`src/rna_pkg.sv`:
```
// ----------------------------------------------------------------------------
// rna_pkg
// Shared types and codes for the rational number ALU and its iterative unit.
// ----------------------------------------------------------------------------
`default_nettype none

package rna_pkg;

  localparam int unsigned WordW = 64;
  localparam int unsigned CntW  = 7;
  localparam int unsigned ShW   = 6;

  typedef enum logic [2:0] {
    CMD_ADD  = 3'd0,
    CMD_SUB  = 3'd1,
    CMD_MUL  = 3'd2,
    CMD_DIV  = 3'd3,
    CMD_CMP  = 3'd4,
    CMD_INC  = 3'd5,
    CMD_DEC  = 3'd6,
    CMD_PASS = 3'd7
  } cmd_e;

  typedef enum logic [1:0] {
    ST_OK   = 2'd0,
    ST_DIV0 = 2'd1,
    ST_OVF  = 2'd2
  } status_e;

  typedef enum logic [1:0] {
    UOP_MUL = 2'd0,
    UOP_DIV = 2'd1,
    UOP_GCD = 2'd2
  } unit_op_e;

  typedef struct packed {
    logic     start;
    unit_op_e op;
  } rna_ctl_t;

endpackage

`default_nettype wire

```
`src/rna_unit.sv`:
```
// ----------------------------------------------------------------------------
// rna_unit
// Shared iterative unit: shift-add multiply (32 x 32), restoring divide
// (64 / 64, one quotient bit per cycle) and binary gcd, all on one adder.
// ----------------------------------------------------------------------------
`default_nettype none

module rna_unit import rna_pkg::*; (
  input  wire logic             clk_i,
  input  wire logic             rst_ni,
  input  wire rna_ctl_t         ctl_i,
  input  wire logic [WordW-1:0] x_i,
  input  wire logic [WordW-1:0] y_i,
  output logic                  done_o,
  output logic [WordW-1:0]      res_o
);

  unit_op_e         op_q;
  logic             busy_q;
  logic             done_q;
  logic [WordW-1:0] r0_q, r1_q, r2_q;
  logic [CntW-1:0]  cnt_q;
  logic [ShW-1:0]   k_q;

  logic [WordW+1:0] op_a, op_b, sum;
  logic             sub;
  logic             borrow;
  logic [WordW:0]   rem_sh;

  assign rem_sh = {r2_q, r0_q[WordW-1]};

  always_comb begin
    op_a = '0;
    op_b = '0;
    sub  = 1'b0;
    case (op_q)
      UOP_MUL: begin
        op_a = {2'b00, r0_q};
        op_b = {2'b00, r1_q};
      end
      UOP_DIV: begin
        op_a = {1'b0, rem_sh};
        op_b = {2'b00, r1_q};
        sub  = 1'b1;
      end
      default: begin
        op_a = {2'b00, r0_q};
        op_b = {2'b00, r1_q};
        sub  = 1'b1;
      end
    endcase
    sum    = sub ? (op_a - op_b) : (op_a + op_b);
    borrow = sum[WordW+1];
  end

  always_ff @(posedge clk_i or negedge rst_ni) begin
    if (!rst_ni) begin
      op_q   <= UOP_MUL;
      busy_q <= 1'b0;
      done_q <= 1'b0;
      r0_q   <= '0;
      r1_q   <= '0;
      r2_q   <= '0;
      cnt_q  <= '0;
      k_q    <= '0;
    end else begin
      done_q <= 1'b0;
      if (ctl_i.start) begin
        op_q   <= ctl_i.op;
        busy_q <= 1'b1;
        cnt_q  <= '0;
        k_q    <= '0;
        case (ctl_i.op)
          UOP_MUL: begin
            r0_q <= '0;
            r1_q <= x_i;
            r2_q <= y_i;
          end
          UOP_DIV: begin
            r0_q <= x_i;
            r1_q <= y_i;
            r2_q <= '0;
          end
          default: begin
            r0_q <= x_i;
            r1_q <= y_i;
            r2_q <= '0;
          end
        endcase
      end else if (busy_q) begin
        case (op_q)
          UOP_MUL: begin
            if (r2_q[0]) r0_q <= sum[WordW-1:0];
            r1_q  <= r1_q << 1;
            r2_q  <= r2_q >> 1;
            cnt_q <= cnt_q + 1'b1;
            if (cnt_q == CntW'(WordW/2 - 1)) begin
              busy_q <= 1'b0;
              done_q <= 1'b1;
            end
          end
          UOP_DIV: begin
            r2_q  <= borrow ? rem_sh[WordW-1:0] : sum[WordW-1:0];
            r0_q  <= {r0_q[WordW-2:0], ~borrow};
            cnt_q <= cnt_q + 1'b1;
            if (cnt_q == CntW'(WordW - 1)) begin
              busy_q <= 1'b0;
              done_q <= 1'b1;
            end
          end
          default: begin
            // binary gcd: strip common twos, then subtract odd from odd
            if (r0_q == '0) begin
              r0_q   <= r1_q << k_q;
              busy_q <= 1'b0;
              done_q <= 1'b1;
            end else if (r1_q == '0) begin
              r0_q   <= r0_q << k_q;
              busy_q <= 1'b0;
              done_q <= 1'b1;
            end else if (!r0_q[0] && !r1_q[0]) begin
              r0_q <= r0_q >> 1;
              r1_q <= r1_q >> 1;
              k_q  <= k_q + 1'b1;
            end else if (!r0_q[0]) begin
              r0_q <= r0_q >> 1;
            end else if (!r1_q[0]) begin
              r1_q <= r1_q >> 1;
            end else if (!borrow) begin
              r0_q <= sum[WordW-1:0];
            end else begin
              // swap so the larger value sits in r0
              r0_q <= r1_q;
              r1_q <= r0_q;
            end
          end
        endcase
      end
    end
  end

  assign done_o = done_q;
  assign res_o  = r0_q;

  a_done_after_busy: assert property (@(posedge clk_i) disable iff (!rst_ni)
    done_q |-> $past(busy_q))
    else $error("unit done without a running operation");

  a_idle_after_done: assert property (@(posedge clk_i) disable iff (!rst_ni)
    done_q |-> !busy_q)
    else $error("unit still busy after done");

  a_start_when_idle: assert property (@(posedge clk_i) disable iff (!rst_ni)
    ctl_i.start |-> !busy_q)
    else $error("unit started while busy");

endmodule

`default_nettype wire

```
`src/rational_number_alu.sv`:
```
// ----------------------------------------------------------------------------
// rational_number_alu
// Exact add, subtract, multiply, divide, compare, increment and decrement of
// signed fractions, with gcd reduction and a positive denominator.
// ----------------------------------------------------------------------------
// Usage:
//   Input channel in_valid_i/in_ready_o carries a command and two fractions
//   a and b. Output channel out_valid_o/out_ready_i returns one result per
//   item: reduced fraction, compare flags and status.
//   One item is processed at a time; in_ready_o is high only while idle.
//   All work runs on one shared iterative unit: shift-add multiply, restoring
//   divide and binary gcd.
//   Unit steps per command, in order:
//     divide-by-zero          none, straight to the result
//     increment/decrement     reduction only
//     multiply/divide         two multiplies, then reduction
//     compare                 two multiplies, then the comparison
//     add/subtract            denominator gcd, 2 div, 3 mul, reduction
//   Reduction is a gcd and two divides; each gcd runs as long as its operands need.
//   Reset returns the sequencer to idle and drops any pending result.
//   A stalled receiver holds the result on the output; no new item is taken
//   until the result transfers.
// ----------------------------------------------------------------------------
`default_nettype none

module rational_number_alu import rna_pkg::*; #(
  parameter int unsigned DATA_WIDTH = 32
) (
  input  wire logic        clk_i,
  input  wire logic        rst_ni,
  input  wire logic        in_valid_i,
  output logic             in_ready_o,
  input  wire logic [2:0]  command_i,
  input  wire logic [31:0] a_num_i,
  input  wire logic [31:0] a_den_i,
  input  wire logic [31:0] b_num_i,
  input  wire logic [31:0] b_den_i,
  output logic             out_valid_o,
  input  wire logic        out_ready_i,
  output logic [31:0]      res_num_o,
  output logic [30:0]      res_den_o,
  output logic             is_less_o,
  output logic             is_equal_o,
  output logic             is_greater_o,
  output logic [1:0]       status_o
);

  localparam logic [WordW-1:0] PosMax = (WordW'(1) << (DATA_WIDTH - 1)) - WordW'(1);
  localparam logic [WordW-1:0] NegMax = WordW'(1) << (DATA_WIDTH - 1);

  typedef enum logic [12:0] {
    S_IDLE = 13'b0000000000001,
    S_GCD0 = 13'b0000000000010,
    S_DIVA = 13'b0000000000100,
    S_DIVB = 13'b0000000001000,
    S_MULD = 13'b0000000010000,
    S_MULA = 13'b0000000100000,
    S_MULB = 13'b0000001000000,
    S_COMB = 13'b0000010000000,
    S_RGCD = 13'b0000100000000,
    S_RDN  = 13'b0001000000000,
    S_RDD  = 13'b0010000000000,
    S_CHK  = 13'b0100000000000,
    S_OUT  = 13'b1000000000000
  } state_e;

  state_e           state_q;
  logic             issued_q;
  cmd_e             cmd_q;
  logic             sa_q, sb_q;
  logic [31:0]      a_q, da_q, b_q, db_q;
  logic [31:0]      ma_q, mb_q;
  logic [WordW-1:0] g_q, den_q, ta_q, tb_q, mag_q;
  logic [WordW:0]   num_q;

  logic [31:0]      res_num_q;
  logic [30:0]      res_den_q;
  logic             less_q, equal_q, greater_q;
  status_e          status_q;

  // operand decode at the input
  cmd_e        cmd_in;
  logic [31:0] a_mag, a_dmag, b_mag, b_dmag;
  logic        uses_b, div0;

  assign cmd_in = cmd_e'(command_i);
  assign a_mag  = a_num_i[31] ? (32'd0 - a_num_i) : a_num_i;
  assign a_dmag = a_den_i[31] ? (32'd0 - a_den_i) : a_den_i;
  assign b_mag  = b_num_i[31] ? (32'd0 - b_num_i) : b_num_i;
  assign b_dmag = b_den_i[31] ? (32'd0 - b_den_i) : b_den_i;
  assign uses_b = (command_i <= CMD_CMP);
  assign div0   = (a_dmag == '0) || (uses_b && b_dmag == '0) ||
                  (cmd_in == CMD_DIV && b_mag == '0);

  // shared unit interface
  rna_ctl_t         ctl;
  logic [WordW-1:0] ux, uy, ures;
  logic             udone;
  logic             op_state;

  logic [WordW:0]   va, vb, num_sum;
  logic [WordW-1:0] num_abs;
  logic             neg, ovf;

  assign num_abs = num_q[WordW] ? (WordW'(0) - num_q[WordW-1:0]) : num_q[WordW-1:0];
  assign neg     = num_q[WordW];
  assign va      = sa_q ? ((WordW+1)'(0) - {1'b0, ta_q}) : {1'b0, ta_q};
  assign vb      = sb_q ? ((WordW+1)'(0) - {1'b0, tb_q}) : {1'b0, tb_q};
  assign num_sum = va + vb;
  assign ovf     = (den_q > PosMax) || (neg ? (mag_q > NegMax) : (mag_q > PosMax));

  always_comb begin
    op_state = 1'b1;
    ctl.op   = UOP_MUL;
    ux       = '0;
    uy       = '0;
    unique case (state_q)
      S_GCD0: begin
        ctl.op = UOP_GCD;
        ux     = {32'd0, da_q};
        uy     = {32'd0, db_q};
      end
      S_DIVA: begin
        ctl.op = UOP_DIV;
        ux     = {32'd0, db_q};
        uy     = g_q;
      end
      S_DIVB: begin
        ctl.op = UOP_DIV;
        ux     = {32'd0, da_q};
        uy     = g_q;
      end
      S_MULD: begin
        ux = {32'd0, da_q};
        case (cmd_q)
          CMD_MUL: uy = {32'd0, db_q};
          CMD_DIV: uy = {32'd0, b_q};
          default: uy = {32'd0, ma_q};
        endcase
      end
      S_MULA: begin
        ux = {32'd0, a_q};
        case (cmd_q)
          CMD_MUL:          uy = {32'd0, b_q};
          CMD_DIV, CMD_CMP: uy = {32'd0, db_q};
          default:          uy = {32'd0, ma_q};
        endcase
      end
      S_MULB: begin
        ux = {32'd0, b_q};
        uy = (cmd_q == CMD_CMP) ? {32'd0, da_q} : {32'd0, mb_q};
      end
      S_RGCD: begin
        ctl.op = UOP_GCD;
        ux     = num_abs;
        uy     = den_q;
      end
      S_RDN: begin
        ctl.op = UOP_DIV;
        ux     = num_abs;
        uy     = g_q;
      end
      S_RDD: begin
        ctl.op = UOP_DIV;
        ux     = den_q;
        uy     = g_q;
      end
      default: op_state = 1'b0;
    endcase
    ctl.start = op_state && !issued_q;
  end

  rna_unit u_unit (
    .clk_i  (clk_i),
    .rst_ni (rst_ni),
    .ctl_i  (ctl),
    .x_i    (ux),
    .y_i    (uy),
    .done_o (udone),
    .res_o  (ures)
  );

  always_ff @(posedge clk_i or negedge rst_ni) begin
    if (!rst_ni) begin
      state_q  <= S_IDLE;
      issued_q <= 1'b0;
    end else begin
      if (ctl.start) issued_q <= 1'b1;
      if (udone)     issued_q <= 1'b0;
      unique case (state_q)
        S_IDLE: begin
          if (in_valid_i) begin
            if (div0) begin
              state_q <= S_OUT;
            end else begin
              case (cmd_in)
                CMD_ADD, CMD_SUB: state_q <= S_GCD0;
                CMD_MUL, CMD_DIV: state_q <= S_MULD;
                CMD_CMP:          state_q <= S_MULA;
                default:          state_q <= S_COMB;
              endcase
            end
          end
        end
        S_GCD0: if (udone) state_q <= S_DIVA;
        S_DIVA: if (udone) state_q <= S_DIVB;
        S_DIVB: if (udone) state_q <= S_MULD;
        S_MULD: if (udone) state_q <= S_MULA;
        S_MULA: begin
          if (udone) begin
            state_q <= (cmd_q == CMD_MUL || cmd_q == CMD_DIV) ? S_COMB : S_MULB;
          end
        end
        S_MULB: if (udone) state_q <= S_COMB;
        S_COMB: state_q <= (cmd_q == CMD_CMP) ? S_OUT : S_RGCD;
        S_RGCD: if (udone) state_q <= S_RDN;
        S_RDN:  if (udone) state_q <= S_RDD;
        S_RDD:  if (udone) state_q <= S_CHK;
        S_CHK:  state_q <= S_OUT;
        S_OUT:  if (out_ready_i) state_q <= S_IDLE;
        default: state_q <= S_IDLE;
      endcase
    end
  end

  // datapath registers
  always_ff @(posedge clk_i) begin
    unique case (state_q)
      S_IDLE: begin
        cmd_q     <= cmd_in;
        a_q       <= a_mag;
        da_q      <= a_dmag;
        b_q       <= b_mag;
        db_q      <= b_dmag;
        ta_q      <= {32'd0, a_mag};
        den_q     <= {32'd0, a_dmag};
        res_num_q <= '0;
        res_den_q <= '0;
        less_q    <= 1'b0;
        equal_q   <= 1'b0;
        greater_q <= 1'b0;
        status_q  <= div0 ? ST_DIV0 : ST_OK;
        sa_q      <= a_num_i[31] ^ a_den_i[31];
        sb_q      <= b_num_i[31] ^ b_den_i[31];
        tb_q      <= '0;
        case (cmd_in)
          CMD_SUB: sb_q <= ~(b_num_i[31] ^ b_den_i[31]);
          CMD_MUL, CMD_DIV: sa_q <= a_num_i[31] ^ a_den_i[31] ^ b_num_i[31] ^ b_den_i[31];
          CMD_INC: begin
            sb_q <= 1'b0;
            tb_q <= {32'd0, a_dmag};
          end
          CMD_DEC: begin
            sb_q <= 1'b1;
            tb_q <= {32'd0, a_dmag};
          end
          default: ;
        endcase
      end
      S_GCD0: if (udone) g_q <= ures;
      S_DIVA: if (udone) ma_q <= ures[31:0];
      S_DIVB: if (udone) mb_q <= ures[31:0];
      S_MULD: if (udone) den_q <= ures;
      S_MULA: if (udone) ta_q <= ures;
      S_MULB: if (udone) tb_q <= ures;
      S_COMB: begin
        num_q <= num_sum;
        if (cmd_q == CMD_CMP) begin
          less_q    <= $signed(va) <  $signed(vb);
          equal_q   <= va == vb;
          greater_q <= $signed(va) >  $signed(vb);
        end
      end
      S_RGCD: if (udone) g_q <= ures;
      S_RDN:  if (udone) mag_q <= ures;
      S_RDD:  if (udone) den_q <= ures;
      S_CHK: begin
        if (ovf) begin
          status_q <= ST_OVF;
        end else begin
          res_num_q <= neg ? (32'd0 - mag_q[31:0]) : mag_q[31:0];
          res_den_q <= den_q[30:0];
        end
      end
      default: ;
    endcase
  end

  assign in_ready_o   = (state_q == S_IDLE);
  assign out_valid_o  = (state_q == S_OUT);
  assign res_num_o    = res_num_q;
  assign res_den_o    = res_den_q;
  assign is_less_o    = less_q;
  assign is_equal_o   = equal_q;
  assign is_greater_o = greater_q;
  assign status_o     = status_q;

  a_done_when_issued: assert property (@(posedge clk_i) disable iff (!rst_ni)
    udone |-> issued_q)
    else $error("unit result without a launched operation");

  a_err_clears_fields: assert property (@(posedge clk_i) disable iff (!rst_ni)
    (out_valid_o && status_o != ST_OK) |->
      (res_num_o == '0 && res_den_o == '0 && !is_less_o && !is_equal_o && !is_greater_o))
    else $error("error result carries nonzero fields");

  a_cmp_one_flag: assert property (@(posedge clk_i) disable iff (!rst_ni)
    (out_valid_o && status_o == ST_OK && cmd_q == CMD_CMP) |->
      $onehot({is_less_o, is_equal_o, is_greater_o}))
    else $error("compare result without exactly one flag");

  a_ok_den_positive: assert property (@(posedge clk_i) disable iff (!rst_ni)
    (out_valid_o && status_o == ST_OK && cmd_q != CMD_CMP) |-> res_den_o != '0)
    else $error("fraction result with zero denominator");

endmodule

`default_nettype wire
```
`config.mk`:
```
export PLATFORM = sky130hd
export DESIGN_NAME = rational_number_alu
export DESIGN_NICKNAME = d
export VERILOG_FILES = /design/src/rna_pkg.sv /design/src/rna_unit.sv /design/src/rational_number_alu.sv
export SDC_FILE = /design/constraint.sdc
export NUM_CORES = 2
export LEC_CHECK = 0
export CORE_MARGIN = 3
export CORE_UTILIZATION = 25
export CTS_BUF_LIST = sky130_fd_sc_hd__clkbuf_4 sky130_fd_sc_hd__clkbuf_8
export CTS_CLUSTER_DIAMETER = 120
export CTS_CLUSTER_SIZE = 10
export DETAILED_ROUTE_END_ITERATION = 6
export DONT_BUFFER_PORTS = 1
export GPL_ROUTABILITY_DRIVEN = 0
export SLEW_MARGIN = 15
export SYNTH_ARGS = -nofsm -noshare
export SYNTH_HDL_FRONTEND = slang
export SYNTH_SLANG_ARGS = --single-unit
```
`constraint.sdc`:
```
create_clock -name clk_i -period 15.3 [get_ports clk_i]
set_clock_uncertainty 0.15 [all_clocks]
set_input_delay 1.53 -clock clk_i [delete_from_list [all_inputs] [get_ports clk_i]]
set_output_delay 1.53 -clock clk_i [all_outputs]
set_load 0.02 [all_outputs]
```
After elaboration in Yosys (flattened, before gate mapping). Cells that the tools add are included. Widths: inputs -> output; s select.

Register bits: 873. Bits of input ports: 135. Output and inout bits: 70. Word-level logic and storage cells: 274.

$add $sub $neg: 13. Magnitude comparators: 6. Equality and inequality tests: 50. Shifts and indexed selects: 2. Muxes and demuxes: 105. Bitwise gates (word level): 6. Reduce and logical (&&, ||, !) cells: 59.

Operators by type and width (number): $mux 64 (25); $pmux 64 s2 (6); $pmux 64 s6 (2); $mux 32 (8); $mux 65 (3); $pmux 32 s2 (3); $mux 13 (13); $pmux 13 s13 (1); $sub 1x32->32 const A (5); $sub 1x64->65 const A (2); $gt 64x31->1 const B (2); $logic_not 64->1 (2); $shl 64x6->64 (2); $logic_not 32->1 (3); $add 65x64->66 (1); $mux 66 (1); $sub 65x64->66 (1); $add 65x65->65 (1); $eq 65x65->1 (1); $gt 65x65->1 (1); $lt 65x65->1 (1); $gt 64x32->1 const B (1); $sub 1x64->64 const A (1); $pmux 31 s2 (1); other kinds (57) (154).

Depth between registers and ports, before layout.
Word-level depth: 13. Depth in mapped cells: 28. Depth with buffers taken out: 23.

Modules after synthesis. Synthesis repeated with hierarchy kept, for this count alone.

Cell total of the unflattened synthesis: 8335. Area total of the unflattened synthesis: 70754.1 µm².

By module, submodules not included: rational_number_alu (times used 1, cells each 4219, area an instance 41599.9 µm², seq. area each 19870.3 µm²); rna_unit (times used 1, cells each 4116, area an instance 29154.2 µm², seq. area each 5230.0 µm²).

Worst setup path before layout. OpenSTA, ideal clock, no wires.

Kind: flip-flop to flip-flop. Start point: reg state_q[6]. End point: reg mag_q[0] (enable). Library setup time: 0.648 ns. Arrival time: 7.471 ns. Data required time: 14.502 ns. Slack: 7.031 ns. Stages on the path, launching flop included: 4. Clock period less this slack: 8.269 ns. Path through: dfrtp_1 nor4_1 nand4_1 nor4_1.

Cells in the longest elaborated chain, start to end: 2.

Ends and longest elaborated chain: start, declared (line rational_number_alu.sv:67) `state_e state_q;`; start signal, assigned (line rational_number_alu.sv:211) `state_q <= (cmd_q == CMD_MUL || cmd_q == CMD_DIV) ? S_COMB : S_MULB;`; start signal, assigned (line rational_number_alu.sv:215) `S_COMB: state_q <= (cmd_q == CMD_CMP) ? S_OUT : S_RGCD;`; $eq 13x10->1 (line rational_number_alu.sv:228) `unique case (state_q)`; $reduce_and 2->1 (no line); end signal, assigned (line rational_number_alu.sv:275) `S_RDN: if (udone) mag_q <= ures;`; end, declared (line rational_number_alu.sv:73) `logic [WordW-1:0] g_q, den_q, ta_q, tb_q, mag_q;`.

Every way passes these cells. A chain may end at the register's enable or synchronous reset.

Final worst setup path.
Start point: reg u_unit.r1_q[0]. End point: reg u_unit.r1_q[53].

Cells in the longest elaborated chain, start to end: 8.

Ends and longest elaborated chain: start, declared (line rna_unit.sv:21) `logic [WordW-1:0] r0_q, r1_q, r2_q;`; start signal, assigned (line rna_unit.sv:76) `r1_q <= x_i;`; start signal, assigned (line rna_unit.sv:81) `r1_q <= y_i;`; start signal, assigned (line rna_unit.sv:86) `r1_q <= y_i;`; parallel branches: the longest is 8 deep, another holds $sub 65x64->66.

Parallel ways; which one is timed is not known. The select of a mux whose other input is x is not followed.

==> reports/results.txt <==
Pin count of the biggest net entering global routing -> 224
Routed vias -> 67862
Startpoint Class -> flop
Core ar. -> 0.277 mm²
DR vias/cell -> 5.92
Post-synthesis adder-cell area fraction -> 0.0377
Highest Signal Layer -> met5
CTS tree -> yes
Placed cells -> 11301
Number of iterations in the first detailed-routing pass -> 7
# nets final -> 8041
Layout cells sized above 1 -> 0.0852
Slew @ Worst Pin -> 1.42 ns
RSZ-0062 raised after global routing -> false
Crit share post-route -> 0.626
Worst Path Arrival -> 10.15 ns
Die height -> 534 µm
Failing checks -> design-rule violations
H-tree depth -> 3
Post-CTS setup buffer count -> 0
Row count -> 193
EDFF count, synth -> 650
Sequential element share of the synthesized area -> 0.360
DR WL met3 -> 52400 µm
Tmin final -> 9.57 ns
Fmax -> 104 MHz
Placed cell areas -> 0.0735 mm²
IO Port Bufs -> 0
CP Max Fanout -> 92
Routed WL -> 323000 µm
Post-route ant nets -> 0
Synth-to-layout area growth -> 7.99%
Initial antenna violation count -> 15
Syn nets -> 8443
Post-synth ARST share -> 0.255
WL met2 -> 128000 µm
Worst-path clk slew -> 0.11 ns
First-pass GRT wire length -> 456000 µm
#FFs+latches synth -> 873
Post-Syn Area -> 0.0698 mm²
Final setup viols -> 0
Final Cell Area -> 0.0754 mm²
Synth unique cells -> 98
Synth warn -> 0
Number of DRC markers in iteration 0 -> 12062
Max Cap Viol -> 0
Final instance count without filler cells -> 11472
Hold Crit Class -> in2async
TritonCTS Buffers -> 97
Worst skew pair latency -> 0.96 ns
Metal-1 WL -> 120000 µm
Total track usage -> 0.215
Mean post-synth cell area -> 8.62 µm²
Total gr overflow -> 0
Post-DP HPWL -> 231000 µm
Combinational family with the most area after synthesis -> compound AO/OA/AOI/OAI gates
Fin. max-slew vios -> 0
Die width -> 534 µm
CP endpoint kind -> flop
Crit Path Category -> reg2reg
Final core area utilization -> 0.272
# DRC -> 12
Clock Tree Buf Depth -> 3
Fin. Hold Viols -> 0
XOR/XNOR share of the synthesized area -> 0.0664
Max_slew headroom -> 0.0520
CTS resizes -> 0
Worst endpoint required time -> 15.87 ns
Proportion of synthesized area in mux cells -> 0.0862
Initial Util -> 0.252
Mapped Cells -> 8099
Die area -> 0.286 mm²
I/O Pins -> 205
Synth Area in Simple Gates -> 0.180
Sink Count -> 873
Synth Area in Compound Gates -> 0.220
Vias in the first global route -> 61532
Root Driver -> clkbuf_8
Number of hold buffers added after CTS -> 0
Setup TNS -> 0 ns
Outcome -> complete, but fails checks
Main synth FF type -> edfxtp_1
Wirelength per Cell -> 28.2 µm
-- cells by family (layout without fill, tap and decap cells) --
logic type	Yosys count	in the layout
AO/OA/AOI/OAI	2420	2420
XOR/XNOR	529	529
flip-flops	873	873
buffers and inverters	914	566
other	0	16
AND/OR/NAND/NOR	2718	2718
multiplexers	436	436
adder cells (fa/ha/maj)	209	209
-- sequential cells by signal, indices dropped and copies added, names as in the netlist, 2 cells and up --
name,flops
num_q,65
den_q,64
g_q,64
mag_q,64
ta_q,64
tb_q,64
u_unit.r1_q,64
u_unit.r2_q,64
u_unit.res_o,64
a_q,32
b_q,32
da_q,32
db_q,32
ma_q,32
mb_q,32
res_num_o,32
res_den_o,31
state_q,13
u_unit.cnt_q,7
u_unit.k_q,6
cmd_q,3
status_o,2
u_unit.op_q,2
-- metrics by stage --
stage / hold slack [ns] / setup WS (ns)
detailed placement: 0.389 / 6.09
finish: 0.194 / 5.73
global placement: 0.373 / 6.16
floorplan: 0.290 / 7.03
global route: 0.174 / 5.28
CTS: 0.147 / 6.04
-- placed cells by master, fill, tap and decap left out, types with 99 or more instances in the layout --
master and instances:
dfrtp_1 215, inv_1 212, mux4_2 127, mux2i_1 256, a21oi_1 611, nor3_1 114
nand3_1 115, xor2_1 167, a22oi_1 115, o31ai_1 108, nand2_1 1117, o21ai_0 663
edfxtp_1 650, and2_1 149, xnor2_1 362, ha_1 207, o22ai_1 99, buf_4 190
nor2_1 652
-- critical path: stages, from the launching register on --
cell and delay, ns:
dfrtp_4 0.80, inv_1 0.29, ha_1 0.26, nand4_1 0.35
nor2_1 0.41, nand2_1 0.18, nor3_1 0.45, nand2_1 0.24
or2_2 0.41, nor2_1 0.25, a31oi_1 0.14, xor2_1 0.19
ha_1 0.39, a21o_1 0.22, a21o_1 0.18, a221oi_1 0.34
o31ai_1 0.22, nor2_1 0.12, or4b_4 0.50, nand4_4 0.20
buf_4 0.70, buf_4 0.63, a31o_4 0.50, buf_4 0.73
o21ai_0 0.25
-- layout make-up --
class | count | area [µm²]
sequential | 873 | 25100
clock buffer | 145 | 1700
antenna | 16 | 40.0
timing repair buffer | 193 | 1460
clock inverter | 8 | 100
fill | 29864 | 202000
tap | 3705 | 4640
multi-input combinational | 6312 | 41500
inverter | 220 | 835
-- path summary, 6_finish.rpt --
| kind | startpoint | end | slack, ns | cells past startpoint |
|---|---|---|---|---|
| setup / recovery | u_unit.r1_q[0] | u_unit.r1_q[53] | 5.73 | 24 |
| hold / removal | rst_ni | u_unit.r2_q[17] | 0.19 | 0 |
| setup reg to reg | u_unit.r1_q[0] | u_unit.r1_q[53] | 5.73 | 24 |
| hold reg to reg | u_unit.r2_q[55] | u_unit.r2_q[55] | 0.40 | 1 |
| max in group asynchronous | rst_ni | u_unit.res_o[4] | 14.26 | 0 |
| min in group clk_i | u_unit.r2_q[55] | u_unit.r2_q[55] | 0.40 | 1 |
-- Yosys cell counts, types with 43 or more instances --
| library cell | instances | area share |
|---|---|---|
| a31oi_1 | 68 | 0.0061 |
| o21ai_0 | 668 | 0.048 |
| and2_1 | 149 | 0.013 |
| xnor2_1 | 362 | 0.045 |
| mux2i_1 | 256 | 0.037 |
| edfxtp_1 | 650 | 0.28 |
| buf_1 | 69 | 0.0037 |
| a22o_1 | 43 | 0.0054 |
| xor2_1 | 167 | 0.021 |
| nand4_1 | 88 | 0.0079 |
| mux4_2 | 127 | 0.041 |
| o31ai_1 | 108 | 0.012 |
| clkbuf_1 | 595 | 0.032 |
| nor4_1 | 85 | 0.0076 |
| ha_1 | 207 | 0.037 |
| or3_1 | 78 | 0.0070 |
| a221oi_1 | 67 | 0.0084 |
| or4_1 | 59 | 0.0063 |
| inv_1 | 217 | 0.012 |
| o21bai_1 | 64 | 0.0069 |
| nand3_1 | 118 | 0.0085 |
| dfrtp_1 | 222 | 0.080 |
| o22ai_1 | 99 | 0.0089 |
| o221ai_1 | 53 | 0.0066 |
| a211oi_1 | 46 | 0.0049 |
| o41ai_1 | 51 | 0.0064 |
| nand2b_1 | 60 | 0.0054 |
| a22oi_1 | 115 | 0.012 |
| a21o_1 | 76 | 0.0082 |
| nor2_1 | 662 | 0.036 |
| a21oi_1 | 611 | 0.044 |
| o211ai_1 | 81 | 0.0087 |
| nor3_1 | 116 | 0.0083 |
| mux2_2 | 53 | 0.0085 |
| nand2_1 | 1118 | 0.060 |
-- routing by layer --
metal,up-vias,global-route usage
li1,28989,-
met1,32573,0.272
met2,5274,0.300
met4,8,0.125
met5,-,0
met3,1018,0.0962
Power is not shown: default switching activity piles up to over one toggle a cycle in this logic, so the estimate is an artifact.
